File: src/rtl/slpc_pkg.sv
package slpc_pkg;

  // default sizing
  localparam int MAX_SHAPES_DEF = 16;
  localparam int MAX_DIM_DEF    = 64;

  // field widths
  localparam int OP_W     = 2;
  localparam int KIND_W   = 2;
  localparam int POS_W    = 6;
  localparam int SIZE_W   = 7;
  localparam int BRUSH_W  = 8;
  localparam int IDX_W    = 4;
  localparam int STATUS_W = 3;
  localparam int COUNT_W  = 5;
  localparam int DIM_W    = 7;

  // config port
  localparam int PADDR_W = 3;
  localparam int PDATA_W = 32;

  // register indexes (selected by paddr[2])
  localparam logic REG_ROWS = 1'b0;
  localparam logic REG_COLS = 1'b1;

  localparam logic [DIM_W-1:0]   CANVAS_RESET = 7'd10;
  localparam logic [BRUSH_W-1:0] BLANK_PIXEL  = 8'd46;

  // operations
  localparam logic [OP_W-1:0] OP_ADD   = 2'd0;
  localparam logic [OP_W-1:0] OP_DEL   = 2'd1;
  localparam logic [OP_W-1:0] OP_QUERY = 2'd2;

  // shape kinds
  localparam logic [KIND_W-1:0] KIND_RECT = 2'd0;
  localparam logic [KIND_W-1:0] KIND_UP   = 2'd1;
  localparam logic [KIND_W-1:0] KIND_DOWN = 2'd2;

  // status codes
  localparam logic [STATUS_W-1:0] ST_OK        = 3'd0;
  localparam logic [STATUS_W-1:0] ST_BAD_SIZE  = 3'd1;
  localparam logic [STATUS_W-1:0] ST_OUT       = 3'd2;
  localparam logic [STATUS_W-1:0] ST_FULL      = 3'd3;
  localparam logic [STATUS_W-1:0] ST_BAD_INDEX = 3'd4;

  // one display list entry
  typedef struct packed {
    logic [KIND_W-1:0]  kind;
    logic [POS_W-1:0]   x;
    logic [POS_W-1:0]   y;
    logic [SIZE_W-1:0]  w;
    logic [SIZE_W-1:0]  h;
    logic [BRUSH_W-1:0] brush;
  } shape_t;

  // controller -> datapath
  typedef struct packed {
    logic idle;
    logic start;
    logic shift_rd;
    logic shift_wr;
    logic del_done;
    logic scan_step;
    logic load_out;
  } slpc_cmd_t;

  // datapath -> controller
  typedef struct packed {
    logic            in_fire;
    logic [OP_W-1:0] op;
    logic            del_ok;
    logic            pix_ok;
    logic            shift_more;
    logic            scan_done;
    logic            out_free;
  } slpc_stat_t;

endpackage

File: src/rtl/slpc_ifs.sv
interface slpc_item_if;
  import slpc_pkg::*;

  logic                valid;
  logic                ready;
  logic [OP_W-1:0]     op;
  logic [KIND_W-1:0]   shape_kind;
  logic [POS_W-1:0]    center_col;
  logic [POS_W-1:0]    center_row;
  logic [SIZE_W-1:0]   shape_width;
  logic [SIZE_W-1:0]   shape_height;
  logic [BRUSH_W-1:0]  brush_char;
  logic [IDX_W-1:0]    entry_index;
  logic [POS_W-1:0]    pixel_row;
  logic [POS_W-1:0]    pixel_col;

  modport source (
    output valid, op, shape_kind, center_col, center_row, shape_width,
           shape_height, brush_char, entry_index, pixel_row, pixel_col,
    input  ready
  );
  modport sink (
    input  valid, op, shape_kind, center_col, center_row, shape_width,
           shape_height, brush_char, entry_index, pixel_row, pixel_col,
    output ready
  );
endinterface

interface slpc_result_if;
  import slpc_pkg::*;

  logic                valid;
  logic                ready;
  logic [STATUS_W-1:0] status;
  logic [COUNT_W-1:0]  shape_count;
  logic [BRUSH_W-1:0]  pixel_value;

  modport source (output valid, status, shape_count, pixel_value, input ready);
  modport sink   (input valid, status, shape_count, pixel_value, output ready);
endinterface

File: src/rtl/slpc_regs.sv
module slpc_regs #(
  parameter int MAX_DIM = slpc_pkg::MAX_DIM_DEF
) (
  input  logic                          clk,
  input  logic                          rst,
  input  logic                          psel,
  input  logic                          penable,
  input  logic                          pwrite,
  input  logic [slpc_pkg::PADDR_W-1:0]  paddr,
  input  logic [slpc_pkg::PDATA_W-1:0]  pwdata,
  output logic [slpc_pkg::PDATA_W-1:0]  prdata,
  output logic                          pready,
  output logic [slpc_pkg::DIM_W-1:0]    canvas_rows,
  output logic [slpc_pkg::DIM_W-1:0]    canvas_cols
);
  import slpc_pkg::*;

  logic             wr_en;
  logic [DIM_W-1:0] wr_val;

  assign pready = 1'b1;
  assign wr_en  = psel && penable && pwrite;

  // values above the largest canvas are held at it
  always_comb begin
    wr_val = pwdata[DIM_W-1:0];
    if (int'(pwdata[DIM_W-1:0]) > MAX_DIM) begin
      wr_val = DIM_W'(MAX_DIM);
    end
  end

  always_ff @(posedge clk) begin
    if (rst) begin
      canvas_rows <= CANVAS_RESET;
      canvas_cols <= CANVAS_RESET;
    end else if (wr_en) begin
      if (paddr[2] == REG_ROWS) begin
        canvas_rows <= wr_val;
      end else begin
        canvas_cols <= wr_val;
      end
    end
  end

  // read back
  assign prdata = (paddr[2] == REG_COLS) ? PDATA_W'(canvas_cols) : PDATA_W'(canvas_rows);

endmodule

File: src/rtl/slpc_ctrl.sv
module slpc_ctrl (
  input  logic                 clk,
  input  logic                 rst,
  input  slpc_pkg::slpc_stat_t stat,
  output slpc_pkg::slpc_cmd_t  cmd
);
  import slpc_pkg::*;

  typedef enum logic [5:0] {
    S_IDLE     = 6'b000001,
    S_START    = 6'b000010,
    S_SHIFT_RD = 6'b000100,
    S_SHIFT_WR = 6'b001000,
    S_SCAN     = 6'b010000,
    S_RESULT   = 6'b100000
  } state_t;

  state_t state, state_next;

  always_ff @(posedge clk) begin
    if (rst) begin
      state <= S_IDLE;
    end else begin
      state <= state_next;
    end
  end

  always_comb begin
    cmd        = '0;
    state_next = state;
    unique case (state)
      S_IDLE: begin
        cmd.idle = 1'b1;
        if (stat.in_fire) state_next = S_START;
      end
      S_START: begin
        cmd.start = 1'b1;
        if (stat.op == OP_DEL && stat.del_ok) begin
          state_next = S_SHIFT_RD;
        end else if (stat.op == OP_QUERY && stat.pix_ok) begin
          state_next = S_SCAN;
        end else begin
          state_next = S_RESULT;
        end
      end
      // close the gap one entry per read/write pair
      S_SHIFT_RD: begin
        if (stat.shift_more) begin
          cmd.shift_rd = 1'b1;
          state_next   = S_SHIFT_WR;
        end else begin
          cmd.del_done = 1'b1;
          state_next   = S_RESULT;
        end
      end
      S_SHIFT_WR: begin
        cmd.shift_wr = 1'b1;
        state_next   = S_SHIFT_RD;
      end
      S_SCAN: begin
        if (stat.scan_done) begin
          state_next = S_RESULT;
        end else begin
          cmd.scan_step = 1'b1;
        end
      end
      S_RESULT: begin
        if (stat.out_free) begin
          cmd.load_out = 1'b1;
          state_next   = S_IDLE;
        end
      end
      default: begin
        state_next = S_IDLE;
      end
    endcase
  end

endmodule

File: src/rtl/slpc_dp.sv
module slpc_dp #(
  parameter int MAX_SHAPES = slpc_pkg::MAX_SHAPES_DEF
) (
  input  logic                       clk,
  input  logic                       rst,
  slpc_item_if.sink                  items,
  slpc_result_if.source              results,
  input  logic [slpc_pkg::DIM_W-1:0] canvas_rows,
  input  logic [slpc_pkg::DIM_W-1:0] canvas_cols,
  input  slpc_pkg::slpc_cmd_t        cmd,
  output slpc_pkg::slpc_stat_t       stat
);
  import slpc_pkg::*;

  localparam int CW = $clog2(MAX_SHAPES + 1);
  localparam int AW = (MAX_SHAPES > 1) ? $clog2(MAX_SHAPES) : 1;
  localparam int IW = (CW > IDX_W) ? CW : IDX_W;

  // size and bounds check of a new shape against the canvas
  function automatic logic [STATUS_W-1:0] check_shape(
    shape_t s, logic [DIM_W-1:0] rows, logic [DIM_W-1:0] cols);
    logic signed [9:0] x, y, w, hw, hh, rr, cc;
    logic signed [9:0] lo_r, hi_r, lo_c, hi_c;
    logic              bad;
    x    = 10'(s.x);
    y    = 10'(s.y);
    w    = 10'(s.w);
    hw   = 10'(s.w >> 1);
    hh   = 10'(s.h >> 1);
    rr   = 10'(rows);
    cc   = 10'(cols);
    bad  = 1'b0;
    lo_r = y;
    hi_r = y;
    lo_c = x;
    hi_c = x;
    unique case (s.kind)
      KIND_RECT: begin
        bad  = !s.w[0] || !s.h[0];
        lo_r = y - hh;
        hi_r = y + hh;
        lo_c = x - hw;
        hi_c = x + hw;
      end
      KIND_UP, KIND_DOWN: begin
        bad = (s.w == '0);
        if (s.kind == KIND_UP) begin
          lo_r = y;
          hi_r = y + w - 10'sd1;
        end else begin
          lo_r = y - w + 10'sd1;
          hi_r = y;
        end
        lo_c = x - w + 10'sd1;
        hi_c = x + w - 10'sd1;
      end
      default: bad = 1'b1;
    endcase
    priority if (bad) begin
      return ST_BAD_SIZE;
    end else if (lo_r < 0 || hi_r >= rr || lo_c < 0 || hi_c >= cc) begin
      return ST_OUT;
    end else begin
      return ST_OK;
    end
  endfunction

  // pixel coverage by one stored shape
  function automatic logic covers(shape_t s, logic [POS_W-1:0] r, logic [POS_W-1:0] c);
    logic signed [8:0] dr, dc, adr, adc, d, wm1, hw, hh;
    dr  = 9'(r) - 9'(s.y);
    dc  = 9'(c) - 9'(s.x);
    adr = (dr < 0) ? -dr : dr;
    adc = (dc < 0) ? -dc : dc;
    wm1 = 9'(s.w) - 9'sd1;
    hw  = 9'(s.w >> 1);
    hh  = 9'(s.h >> 1);
    unique case (s.kind)
      KIND_RECT: return (adr <= hh) && (adc <= hw);
      KIND_UP: begin
        d = dr;
        return (d >= 0) && (d <= wm1) && (adc <= d);
      end
      KIND_DOWN: begin
        d = -dr;
        return (d >= 0) && (d <= wm1) && (adc <= d);
      end
      default: return 1'b0;
    endcase
  endfunction

  // latched item
  logic [OP_W-1:0]  op_q;
  shape_t           shp_q;
  logic [IDX_W-1:0] idx_q;
  logic [POS_W-1:0] prow_q;
  logic [POS_W-1:0] pcol_q;

  // list state
  shape_t          mem [MAX_SHAPES];
  shape_t          rdata;
  logic [CW-1:0]   count;
  logic [CW-1:0]   ptr;
  logic            ev_valid;
  logic [STATUS_W-1:0] status_q;
  logic [BRUSH_W-1:0]  pixel_q;

  logic                in_fire;
  logic [STATUS_W-1:0] chk_st;
  logic [STATUS_W-1:0] add_st;
  logic [STATUS_W-1:0] start_st;
  logic                add_wr;
  logic                full;
  logic                we;
  logic [AW-1:0]       waddr;
  shape_t              wdata;
  logic [CW-1:0]       raddr;
  logic [CW:0]         ptr_inc;
  logic                out_valid;

  // no word is taken while reset is held
  assign items.ready = cmd.idle && !rst;
  assign in_fire     = items.valid && items.ready;

  always_ff @(posedge clk) begin
    if (in_fire) begin
      op_q        <= items.op;
      shp_q.kind  <= items.shape_kind;
      shp_q.x     <= items.center_col;
      shp_q.y     <= items.center_row;
      shp_q.w     <= items.shape_width;
      shp_q.h     <= items.shape_height;
      shp_q.brush <= items.brush_char;
      idx_q       <= items.entry_index;
      prow_q      <= items.pixel_row;
      pcol_q      <= items.pixel_col;
    end
  end

  // status of the operation
  assign chk_st  = check_shape(shp_q, canvas_rows, canvas_cols);
  assign full    = (count == CW'(MAX_SHAPES));
  assign add_st  = (chk_st != ST_OK) ? chk_st : (full ? ST_FULL : ST_OK);
  assign add_wr  = cmd.start && (op_q == OP_ADD) && (add_st == ST_OK);
  assign ptr_inc = (CW + 1)'(ptr) + 1'b1;

  assign stat.in_fire    = in_fire;
  assign stat.op         = op_q;
  assign stat.del_ok     = IW'(idx_q) < IW'(count);
  assign stat.pix_ok     = (DIM_W'(prow_q) < canvas_rows) && (DIM_W'(pcol_q) < canvas_cols);
  assign stat.shift_more = ptr_inc < (CW + 1)'(count);
  assign stat.scan_done  = (ptr >= count) && !ev_valid;
  assign stat.out_free   = !out_valid || results.ready;

  always_comb begin
    unique case (op_q)
      OP_ADD:   start_st = add_st;
      OP_DEL:   start_st = stat.del_ok ? ST_OK : ST_BAD_INDEX;
      OP_QUERY: start_st = stat.pix_ok ? ST_OK : ST_OUT;
      default:  start_st = ST_BAD_SIZE;
    endcase
  end

  // shape memory: one write port, one registered read port
  assign we    = add_wr || cmd.shift_wr;
  assign waddr = cmd.shift_wr ? ptr[AW-1:0] : count[AW-1:0];
  assign wdata = cmd.shift_wr ? rdata : shp_q;
  assign raddr = cmd.shift_rd ? ptr_inc[CW-1:0] : ptr;

  always_ff @(posedge clk) begin
    if (we) mem[waddr] <= wdata;
    rdata <= mem[raddr[AW-1:0]];
  end

  // list count and scan valid
  always_ff @(posedge clk) begin
    if (rst) begin
      count    <= '0;
      ev_valid <= 1'b0;
    end else begin
      if (add_wr) begin
        count <= count + 1'b1;
      end else if (cmd.del_done) begin
        count <= count - 1'b1;
      end
      if (cmd.start) begin
        ev_valid <= 1'b0;
      end else if (cmd.scan_step) begin
        ev_valid <= (ptr < count);
      end
    end
  end

  // pointer, status and pixel answer
  always_ff @(posedge clk) begin
    if (cmd.start) begin
      ptr      <= (op_q == OP_DEL) ? CW'(idx_q) : '0;
      status_q <= start_st;
      pixel_q  <= BLANK_PIXEL;
    end else if (cmd.shift_wr) begin
      ptr <= ptr + 1'b1;
    end else if (cmd.scan_step) begin
      if (ptr < count) ptr <= ptr + 1'b1;
      // later entries lie on top
      if (ev_valid && covers(rdata, prow_q, pcol_q)) pixel_q <= rdata.brush;
    end
  end

  // output register
  always_ff @(posedge clk) begin
    if (rst) begin
      out_valid <= 1'b0;
    end else if (cmd.load_out) begin
      out_valid <= 1'b1;
    end else if (results.ready) begin
      out_valid <= 1'b0;
    end
  end

  always_ff @(posedge clk) begin
    if (cmd.load_out) begin
      results.status      <= status_q;
      results.shape_count <= COUNT_W'(count);
      results.pixel_value <= pixel_q;
    end
  end

  assign results.valid = out_valid;

endmodule

File: src/rtl/shape_list_pixel_compositor.sv
// Display list of rectangles and triangles with pixel queries, one word at a time.
// Add, rejected delete, off-canvas query and unknown op go straight to the result; a delete
// first shifts each later entry down by one, and a query scans the list, one entry per cycle.
// The next word is accepted the cycle after the result enters the output register;
// a result still waiting in that register holds the block.
// Synchronous reset empties the list and sets both canvas sizes to 10.
module shape_list_pixel_compositor #(
  parameter int MAX_SHAPES = slpc_pkg::MAX_SHAPES_DEF,
  parameter int MAX_DIM    = slpc_pkg::MAX_DIM_DEF
) (
  input  logic                         clk,
  input  logic                         rst,
  slpc_item_if.sink                    items,
  slpc_result_if.source                results,
  input  logic                         psel,
  input  logic                         penable,
  input  logic                         pwrite,
  input  logic [slpc_pkg::PADDR_W-1:0] paddr,
  input  logic [slpc_pkg::PDATA_W-1:0] pwdata,
  output logic [slpc_pkg::PDATA_W-1:0] prdata,
  output logic                         pready
);
  import slpc_pkg::*;

  logic [DIM_W-1:0] canvas_rows;
  logic [DIM_W-1:0] canvas_cols;
  slpc_cmd_t        cmd;
  slpc_stat_t       stat;

  slpc_regs #(.MAX_DIM(MAX_DIM)) u_regs (
    .clk         (clk),
    .rst         (rst),
    .psel        (psel),
    .penable     (penable),
    .pwrite      (pwrite),
    .paddr       (paddr),
    .pwdata      (pwdata),
    .prdata      (prdata),
    .pready      (pready),
    .canvas_rows (canvas_rows),
    .canvas_cols (canvas_cols)
  );

  slpc_ctrl u_ctrl (
    .clk  (clk),
    .rst  (rst),
    .stat (stat),
    .cmd  (cmd)
  );

  slpc_dp #(.MAX_SHAPES(MAX_SHAPES)) u_dp (
    .clk         (clk),
    .rst         (rst),
    .items       (items),
    .results     (results),
    .canvas_rows (canvas_rows),
    .canvas_cols (canvas_cols),
    .cmd         (cmd),
    .stat        (stat)
  );

endmodule

File: src/flat_wrapper.sv
// flat-port wrapper written by rule: the top's interface ports become plain ports
module shape_list_pixel_compositor_flat import slpc_pkg::*;
#(
  parameter int MAX_SHAPES = slpc_pkg::MAX_SHAPES_DEF,
  parameter int MAX_DIM    = slpc_pkg::MAX_DIM_DEF
)
  (clk, rst, psel, penable, pwrite, paddr, pwdata, prdata, pready, items_valid, items_op, items_shape_kind, items_center_col, items_center_row, items_shape_width, items_shape_height, items_brush_char, items_entry_index, items_pixel_row, items_pixel_col, items_ready, results_valid, results_status, results_shape_count, results_pixel_value, results_ready);
  slpc_item_if items_i ();
  slpc_result_if results_i ();
  input  logic clk;
  input  logic rst;
  input  logic psel;
  input  logic penable;
  input  logic pwrite;
  input  logic [slpc_pkg::PADDR_W-1:0] paddr;
  input  logic [slpc_pkg::PDATA_W-1:0] pwdata;
  output logic [slpc_pkg::PDATA_W-1:0] prdata;
  output logic pready;
  input wire logic [$bits(items_i.valid)-1:0] items_valid;
  input wire logic [$bits(items_i.op)-1:0] items_op;
  input wire logic [$bits(items_i.shape_kind)-1:0] items_shape_kind;
  input wire logic [$bits(items_i.center_col)-1:0] items_center_col;
  input wire logic [$bits(items_i.center_row)-1:0] items_center_row;
  input wire logic [$bits(items_i.shape_width)-1:0] items_shape_width;
  input wire logic [$bits(items_i.shape_height)-1:0] items_shape_height;
  input wire logic [$bits(items_i.brush_char)-1:0] items_brush_char;
  input wire logic [$bits(items_i.entry_index)-1:0] items_entry_index;
  input wire logic [$bits(items_i.pixel_row)-1:0] items_pixel_row;
  input wire logic [$bits(items_i.pixel_col)-1:0] items_pixel_col;
  output wire logic [$bits(items_i.ready)-1:0] items_ready;
  output wire logic [$bits(results_i.valid)-1:0] results_valid;
  output wire logic [$bits(results_i.status)-1:0] results_status;
  output wire logic [$bits(results_i.shape_count)-1:0] results_shape_count;
  output wire logic [$bits(results_i.pixel_value)-1:0] results_pixel_value;
  input wire logic [$bits(results_i.ready)-1:0] results_ready;
  assign items_i.valid = items_valid;
  assign items_i.op = items_op;
  assign items_i.shape_kind = items_shape_kind;
  assign items_i.center_col = items_center_col;
  assign items_i.center_row = items_center_row;
  assign items_i.shape_width = items_shape_width;
  assign items_i.shape_height = items_shape_height;
  assign items_i.brush_char = items_brush_char;
  assign items_i.entry_index = items_entry_index;
  assign items_i.pixel_row = items_pixel_row;
  assign items_i.pixel_col = items_pixel_col;
  assign items_ready = items_i.ready;
  assign results_valid = results_i.valid;
  assign results_status = results_i.status;
  assign results_shape_count = results_i.shape_count;
  assign results_pixel_value = results_i.pixel_value;
  assign results_i.ready = results_ready;
  shape_list_pixel_compositor #(.MAX_SHAPES(MAX_SHAPES), .MAX_DIM(MAX_DIM)) u_core (.clk(clk), .rst(rst), .items(items_i), .results(results_i), .psel(psel), .penable(penable), .pwrite(pwrite), .paddr(paddr), .pwdata(pwdata), .prdata(prdata), .pready(pready));
endmodule
File: config.mk
export PLATFORM = sky130hd
export DESIGN_NAME = shape_list_pixel_compositor_flat
export DESIGN_NICKNAME = d
export VERILOG_FILES = /design/src/rtl/slpc_pkg.sv /design/src/rtl/slpc_ifs.sv /design/src/rtl/slpc_regs.sv /design/src/rtl/slpc_ctrl.sv /design/src/rtl/slpc_dp.sv /design/src/rtl/shape_list_pixel_compositor.sv /design/src/flat_wrapper.sv
export SDC_FILE = /design/constraint.sdc
export NUM_CORES = 1
export LEC_CHECK = 0
export ABC_AREA = 1
export BUFFER_PORTS_ARGS = -buffer_cell sky130_fd_sc_hd__buf_2
export CORE_MARGIN = 2
export CORE_UTILIZATION = 50
export CTS_CLUSTER_DIAMETER = 50
export CTS_CLUSTER_SIZE = 16
export DETAILED_ROUTE_END_ITERATION = 10
export PLACE_DENSITY = 0.67
export SLEW_MARGIN = 10
export SYNTH_ARGS = -nofsm -noshare
export SYNTH_HDL_FRONTEND = slang
export SYNTH_SLANG_ARGS = --single-unit
export TNS_END_PERCENT = 50
File: constraint.sdc
create_clock -name clk -period 6.39 [get_ports clk]
set_input_delay 1.278 -clock clk [delete_from_list [all_inputs] [get_ports clk]]
set_output_delay 1.278 -clock clk [all_outputs]
set_load 0.02 [all_outputs]
==> results.py, run 1 <==
metrics = {
    "timing": {
        "slew_headroom": 0.1869,
        "fmaxAchievable_mhz": 169.4,
        "setup_viol": 0,
        "finalHoldViolCount": 0,
        "setup_ws_ps": 487.8,
        "fin_setup_tns_ps": 0,
        "rsz0062_at_grt": "no",
        "drv_slew": 0,
        "skew_ps": 34.62,
        "worst_slew_pin_slew_ps": 1220,
        "whs_ps": 420.1,
        "final.period_utilization": 0.9237,
        "fin_crit_ps": 5902,
    },
    "drt": {
        "drtIter0Drc": 2124,
        "wl_per_cell_um": 18.46,
        "totalWireLength_um": 81340,
        "vias": 23300,
        "ant_nets": 0,
        "drcViolationCount": 0,
        "drt_pass1_iterations": 5,
        "via_per_inst": 5.290,
    },
    "placement": {
        "io_buffers": 93,
        "globalplace.congestion": 0.9099,
        "dp_slack_ps": 578.0,
        "dp_cells": 4285,
        "placed_area_sq_mm": 0.03573,
        "dp_hpwl_um": 49970,
    },
    "clock_tree": {
        "cts-hold-fix-buffers": 0,
        "clockBufferDepth": 3,
        "post_cts_resized": 0,
        "cts_htree_levels": 3,
        "cts_tree": "done",
        "cts_buffers": 66,
        "root_buffer": "clkbuf_16",
        "clock-sinks": 708,
        "clk_pin_slew_ps": 70,
        "clk-insertion-delay-late_ps": 620,
    },
    "pwr": {
        "ir_worst_vdd_mv": 0.1868,
        "power_mw": 9.932,
        "powerDensity_mw_per_mm2": 262.0,
        "leakage_nw": 16.05,
    },
    "die": {
        "dieArea_sq_mm": 0.07000,
        "ios": 147,
        "die_width_um": 264.6,
        "core_area_sq_mm": 0.06716,
        "rows": 95,
        "start_util": 0.5055,
        "die_h_um": 264.6,
    },
    "global_routing": {
        "antenna_found_initial": 0,
        "met2_usage": 0.3833,
        "globalRouteOverflowTotal": 0,
        "busiest_layer": "met2",
        "grt_util_met1": 0.3166,
        "grtUsageTotal": 0.2331,
        "grt_max_degree": 141,
        "grt_pass1_vias": 21840,
        "use_met3": 0.03465,
        "grt_pass1_wl_um": 125000,
    },
    "cells_and_area": {
        "fillCellCount": 5630,
        "finalCoreUtilization": 0.5645,
        "stdcell_area_sq_mm": 0.03791,
        "fin_nets": 3758,
        "final_cell_mix": "nand2_1, edfxtp_1, inv_1, nand3_1, ha_1",
        "areaGrowthSynthToFinish_pct": 11.67,
        "final_common_cell": "nand2_1",
        "final_cells": 4405,
        "n_antenna_cell": 0,
        "layout-drive-gt1-share": 0.08947,
    },
    "min_path": {
        "min_path_cells": 0,
        "hold_class": "reg2reg",
    },
    "synth": {
        "ys_warn_count": 0,
        "synth-main-ff-cell": "edfxtp_1",
        "ys_types": 54,
        "synth.avg_cell_area_sq_um": 10.05,
        "synth_area_sq_mm": 0.03395,
        "synth-seq-cells": 708,
        "synth_edf_count": 638,
        "synthArstFlopShare": 0,
        "postSynthCellCount": 3377,
        "ys_seq_area_frac": 0.6056,
    },
    "worst_setup_path": {
        "worstPathRequired_ps": 6680,
        "critical_path_class": "reg2reg",
        "slowest_delay_ps": 510,
        "crit_path_start_kind": "register",
        "critical_path_arrival_ps": 6190,
        "worstPathMaxFanout": 27,
        "rrSetupSlack_ps": 490,
        "r2r_cells": 26,
        "cp-end-kind": "register",
        "crit_slowest_cell": "nor2_4",
    },
    "outcome": {
        "outcome": "completed",
    },
    "job": {
        "maxCapViolCount": 0,
    },
}
[final timing paths]
path                                      from                                      end
max            u_core.u_dp.shp_q[16]$_DFFE_PP_         u_core.u_dp.mem[8][10]$_DFFE_PP_
min          u_core.u_dp.status_q[1]$_DFFE_PP_  u_core.u_dp.results.status[1]$_DFFE_PP_
max reg2reg    u_core.u_dp.shp_q[16]$_DFFE_PP_         u_core.u_dp.mem[8][10]$_DFFE_PP_
min reg2reg  u_core.u_dp.status_q[1]$_DFFE_PP_  u_core.u_dp.results.status[1]$_DFFE_PP_
[per-layer routing]
layer | vias up | wire length, um | part of all wire
met1 | 10920 | 35030 | 0.43
met5 | - | 0 | 0
met2 | 772 | 38030 | 0.47
met4 | 0 | 2519 | 0.031
met3 | 128 | 5753 | 0.071
li1 | 11490 | - | -
[power by group]
group          total (mW)  switching, mW  internal [mW]
registers            5.12         0.0378           5.08
clock network        3.92           1.78           2.14
logic               0.897          0.589          0.308
[worst max-delay path: cells and delay by family (launching register included)]
family                     cells  cell delay [ps]
xor gates and xnor gates       1              150
AOI/OAI and AO/OA              5              700
and+or+nand+nor               10             2290
DFF                            1              370
buffers and inverters          6              910
adders and majority gates      4             1110
[flip-flops by register name (all words and copies together), names as in the netlist, 2 cells and up]
| name | cells |
|---|---|
| u_core.u_ctrl.state | 6 |
| u_core.u_dp.count | 5 |
| u_core.u_dp.idx_q | 4 |
| u_core.u_dp.mem | 560 |
| u_core.u_dp.op_q | 2 |
| u_core.u_dp.pcol_q | 6 |
| u_core.u_dp.pixel_q | 8 |
| u_core.u_dp.prow_q | 6 |
| u_core.u_dp.ptr | 5 |
| u_core.u_dp.rdata | 35 |
| u_core.u_dp.results.pixel_value | 8 |
| u_core.u_dp.results.shape_count | 5 |
| u_core.u_dp.results.status | 3 |
| u_core.u_dp.shp_q | 36 |
| u_core.u_dp.status_q | 3 |
| u_core.u_regs.canvas_cols | 7 |
| u_core.u_regs.canvas_rows | 7 |
[logic make-up (layout without fill, tap and decap cells)]
group,after synthesis,in the layout,share of synthesized area
XOR/XNOR,25,25,0.007555
buffers and inverters,583,711,0.06992
AO/OA/AOI/OAI,315,315,0.05705
flip-flops,708,708,0.6056
adder cells (fa/ha/maj),181,181,0.06848
other,2,29,0.0002212
AND/OR/NAND/NOR,1554,1554,0.1882
multiplexers,9,9,0.002985
[area by class of cell]
type / instances / area [sq um] / share of cell area
clock buffers: 87 / 1802 / 0.04752
clock inverters: 32 / 372.9 / 0.009835
inverters: 430 / 1617 / 0.04264
multi-input cells: 2113 / 11300 / 0.2980
flip-flops and latches: 708 / 20560 / 0.5423
well taps: 873 / 1092 / 0.02881
repair buffers: 162 / 1171 / 0.03089
[synth_stat cells (52+ instances only)]
library cell / n / share of area
nor2_1: 123 / 0.014
dfxtp_1: 70 / 0.041
ha_1: 173 / 0.064
edfxtp_1: 638 / 0.56
o211ai_1: 75 / 0.017
inv_1: 424 / 0.047
nand2_1: 1053 / 0.12
nand3_1: 325 / 0.048
buf_2: 70 / 0.010
clkbuf_1: 52 / 0.0057
o21ai_0: 93 / 0.014
a21oi_1: 85 / 0.013
[timing repair]
item	CTS	global route
hold endpoints to repair	0	0
buffers inserted	0	1
setup endpoints to repair	0	12
Power figures use the tool's default switching activity.
==> inputs of run 2 (changes only) <==
- CORE_ASPECT_RATIO: default -> 1.25
- REMOVE_ABC_BUFFERS: default -> 1
- clock period: 6.39 -> 6.6 ns (I/O delays scaled with it)
==> run 2 against run 1 <==
Compared with the run above:
- register-to-register slack better by 480 ps
- via count grew 1.4%
- sequential share of layout area rose by 0.31 points
- clock-buffer cell count decreased by 3
- routed wire length is 5.2% higher
- largest cell class unchanged
==> results.py, run 2 (synthesis gave the netlist of run 1 again) <==
metrics = {
    "outcome": {
        "outcome": "completed",
    },
    "worst_setup_path": {
        "crit_path_start_kind": "register",
        "critical_path_class": "reg2reg",
        "cp-end-kind": "register",
        "slowest_delay_ps": 490,
        "timing.rr.end": "u_core.u_dp.mem[15][2]$_DFFE_PP_",
        "critical_path_arrival_ps": 5940,
        "crit_slowest_cell": "edfxtp_1",
        "rr_startpoint": "u_core.u_dp.shp_q[29]$_DFFE_PP_",
        "worstPathMaxFanout": 29,
        "worstPathRequired_ps": 6920,
        "rrSetupSlack_ps": 970,
        "r2r_cells": 25,
    },
    "pwr": {
        "ir_worst_vdd_mv": 0.2008,
        "powerDensity_mw_per_mm2": 250.5,
        "power_mw": 9.442,
        "leakage_nw": 15.98,
    },
    "timing": {
        "finalHoldViolCount": 0,
        "skew_ps": 26.72,
        "final.period_utilization": 0.8528,
        "fmaxAchievable_mhz": 177.7,
        "fin_crit_ps": 5629,
        "setup_viol": 0,
        "rsz0062_at_grt": "no",
        "slew_headroom": 0.1987,
        "worst_slew_pin_slew_ps": 1202,
        "drv_slew": 0,
        "whs_ps": 420.1,
    },
    "clock_tree": {
        "cts-hold-fix-buffers": 0,
        "cts_tree": "done",
        "root_buffer": "clkbuf_16",
        "cts_buffers": 60,
        "clock-sinks": 708,
        "post_cts_resized": 0,
        "clk-insertion-delay-late_ps": 640,
        "cts_htree_levels": 2,
        "clk_pin_slew_ps": 70,
        "post-cts-setup-buffers": 0,
        "clockBufferDepth": 3,
    },
    "min_path": {
        "worstHoldEndpoint": "u_core.u_dp.results.status[0]$_DFFE_PP_",
        "min_path_cells": 0,
        "hold_class": "reg2reg",
        "min_from": "u_core.u_dp.status_q[0]$_DFFE_PP_",
    },
    "cells_and_area": {
        "top_register": "u_core.u_dp.mem",
        "final_cell_mix": "nand2_1, edfxtp_1, inv_1, nand3_1, ha_1",
        "final_common_cell": "nand2_1",
        "fillCellCount": 5615,
        "n_antenna_cell": 0,
        "areaGrowthSynthToFinish_pct": 11.05,
        "fin_nets": 3756,
        "largest_register_ffs": 560,
        "layout-drive-gt1-share": 0.08673,
        "largestRegisters": "u_core.u_dp.mem x560, u_core.u_dp.shp_q x36, u_core.u_dp.rdata x35",
    },
    "global_routing": {
        "grt_max_degree": 212,
        "grt_pass1_wl_um": 129800,
        "grtUsageTotal": 0.2446,
        "grt_pass1_vias": 22250,
        "antenna_found_initial": 0,
        "globalRouteOverflowTotal": 0,
    },
    "job": {
        "maxCapViolCount": 0,
    },
    "drt": {
        "drcViolationCount": 0,
        "drt_pass1_iterations": 6,
        "vias": 23640,
        "ant_nets": 0,
        "drtIter0Drc": 1960,
        "via_per_inst": 5.382,
        "totalWireLength_um": 85580,
        "wl_per_cell_um": 19.49,
    },
    "die": {
        "ios": 147,
        "die_width_um": 237.1,
        "dieArea_sq_mm": 0.07001,
        "die_h_um": 295.3,
        "start_util": 0.5059,
        "core_area_sq_mm": 0.06711,
        "rows": 106,
    },
    "placement": {
        "dp_hpwl_um": 53040,
        "globalplace.congestion": 0.9144,
        "io_buffers": 93,
    },
}
==> run 2: cell types whose count changed in the layout (fill, tap and decap cells not counted), moves of 2 or more <==
cell	previous run	this run
clkbuf_8	5	3
buf_12	15	11
clkinv_8	7	2
inv_8	2	4
clkbuf_1	15	20
clkinvlp_4	5	2
o21ai_0	91	89
clkinv_4	1	4
inv_6	8	3
clkbuf_16	67	61
o21ai_1	1	4
bufinv_16	2	4
buf_4	54	62
==> run 2: worst max path at each step <==
stage | start | end | slack, ps | depth (start not counted)
after global placement | u_core.u_dp.shp_q[16]$_DFFE_PP_ | u_core.u_dp.mem[15][0]$_DFFE_PP_ | 1000 | 27
final | u_core.u_dp.shp_q[29]$_DFFE_PP_ | u_core.u_dp.mem[15][2]$_DFFE_PP_ | 970 | 25
after global routing | u_core.u_dp.shp_q[16]$_DFFE_PP_ | u_core.u_dp.mem[15][10]$_DFFE_PP_ | 560 | 27
after floorplan | u_core.u_dp.ptr[0]$_DFFE_PP_ | u_core.u_dp.rdata[11]$_DFF_P_ | -630 | 16
after CTS | u_core.u_dp.shp_q[29]$_DFFE_PP_ | u_core.u_dp.mem[15][35]$_DFFE_PP_ | 930 | 25
after detailed placement | u_core.u_dp.shp_q[16]$_DFFE_PP_ | u_core.u_dp.mem[15][2]$_DFFE_PP_ | 940 | 27
==> run 2: critical path, delay by kind of cell (launching register included) <==
family	cells	cell delay [ps]
simple gates	10	2000
xor+xnor	1	150
flops	1	490
buf+inv	5	780
compound gates	5	750
fa+ha+maj	4	1110
==> run 2: cell type report <==
cell class,instances,area (sq um),area share
multi-input combinational,2113,11290,0.2996
clock inverter,27,354.1,0.009393
inverter,430,1617,0.04288
tap,864,1081,0.02868
clock buffer,84,1643,0.04358
timing repair buffer,166,1151,0.03053
sequential,708,20560,0.5454
==> run 2: metrics by stage <==
stage | std cells | setup WS [ps] | utilization | area, sq um | setup TNS (ps)
floorplan | 3251 | -628.1 | - | 33290 | -20090
global placement | 4281 | 1001 | 0.5320 | 35700 | 0
detailed placement | 4281 | 937.7 | 0.5320 | 35700 | 0
CTS | 4392 | 934.4 | 0.5618 | 37700 | 0
global route | 4392 | 556.5 | 0.5618 | 37700 | 0
finish | 4392 | 971.5 | 0.5618 | 37700 | 0
==> run 2: report_power, final <==
part / internal [mW] / total [mW] / switching (mW) / leakage (nW)
registers: 4.92 / 4.96 / 0.0421 / 6.33
logic: 0.301 / 0.876 / 0.576 / 8.69
clock network: 1.94 / 3.61 / 1.67 / 0.966
total: 7.16 / 9.44 / 2.29 / 16.0
==> run 2: per-layer routing <==
layer | vias to the layer above | global-route usage | routed length (um)
met5 | - | 0 | 0
met4 | 0 | 0.07885 | 2358
met3 | 142 | 0.03744 | 5775
met2 | 774 | 0.4258 | 42240
met1 | 11270 | 0.3152 | 35210
li1 | 11460 | - | -
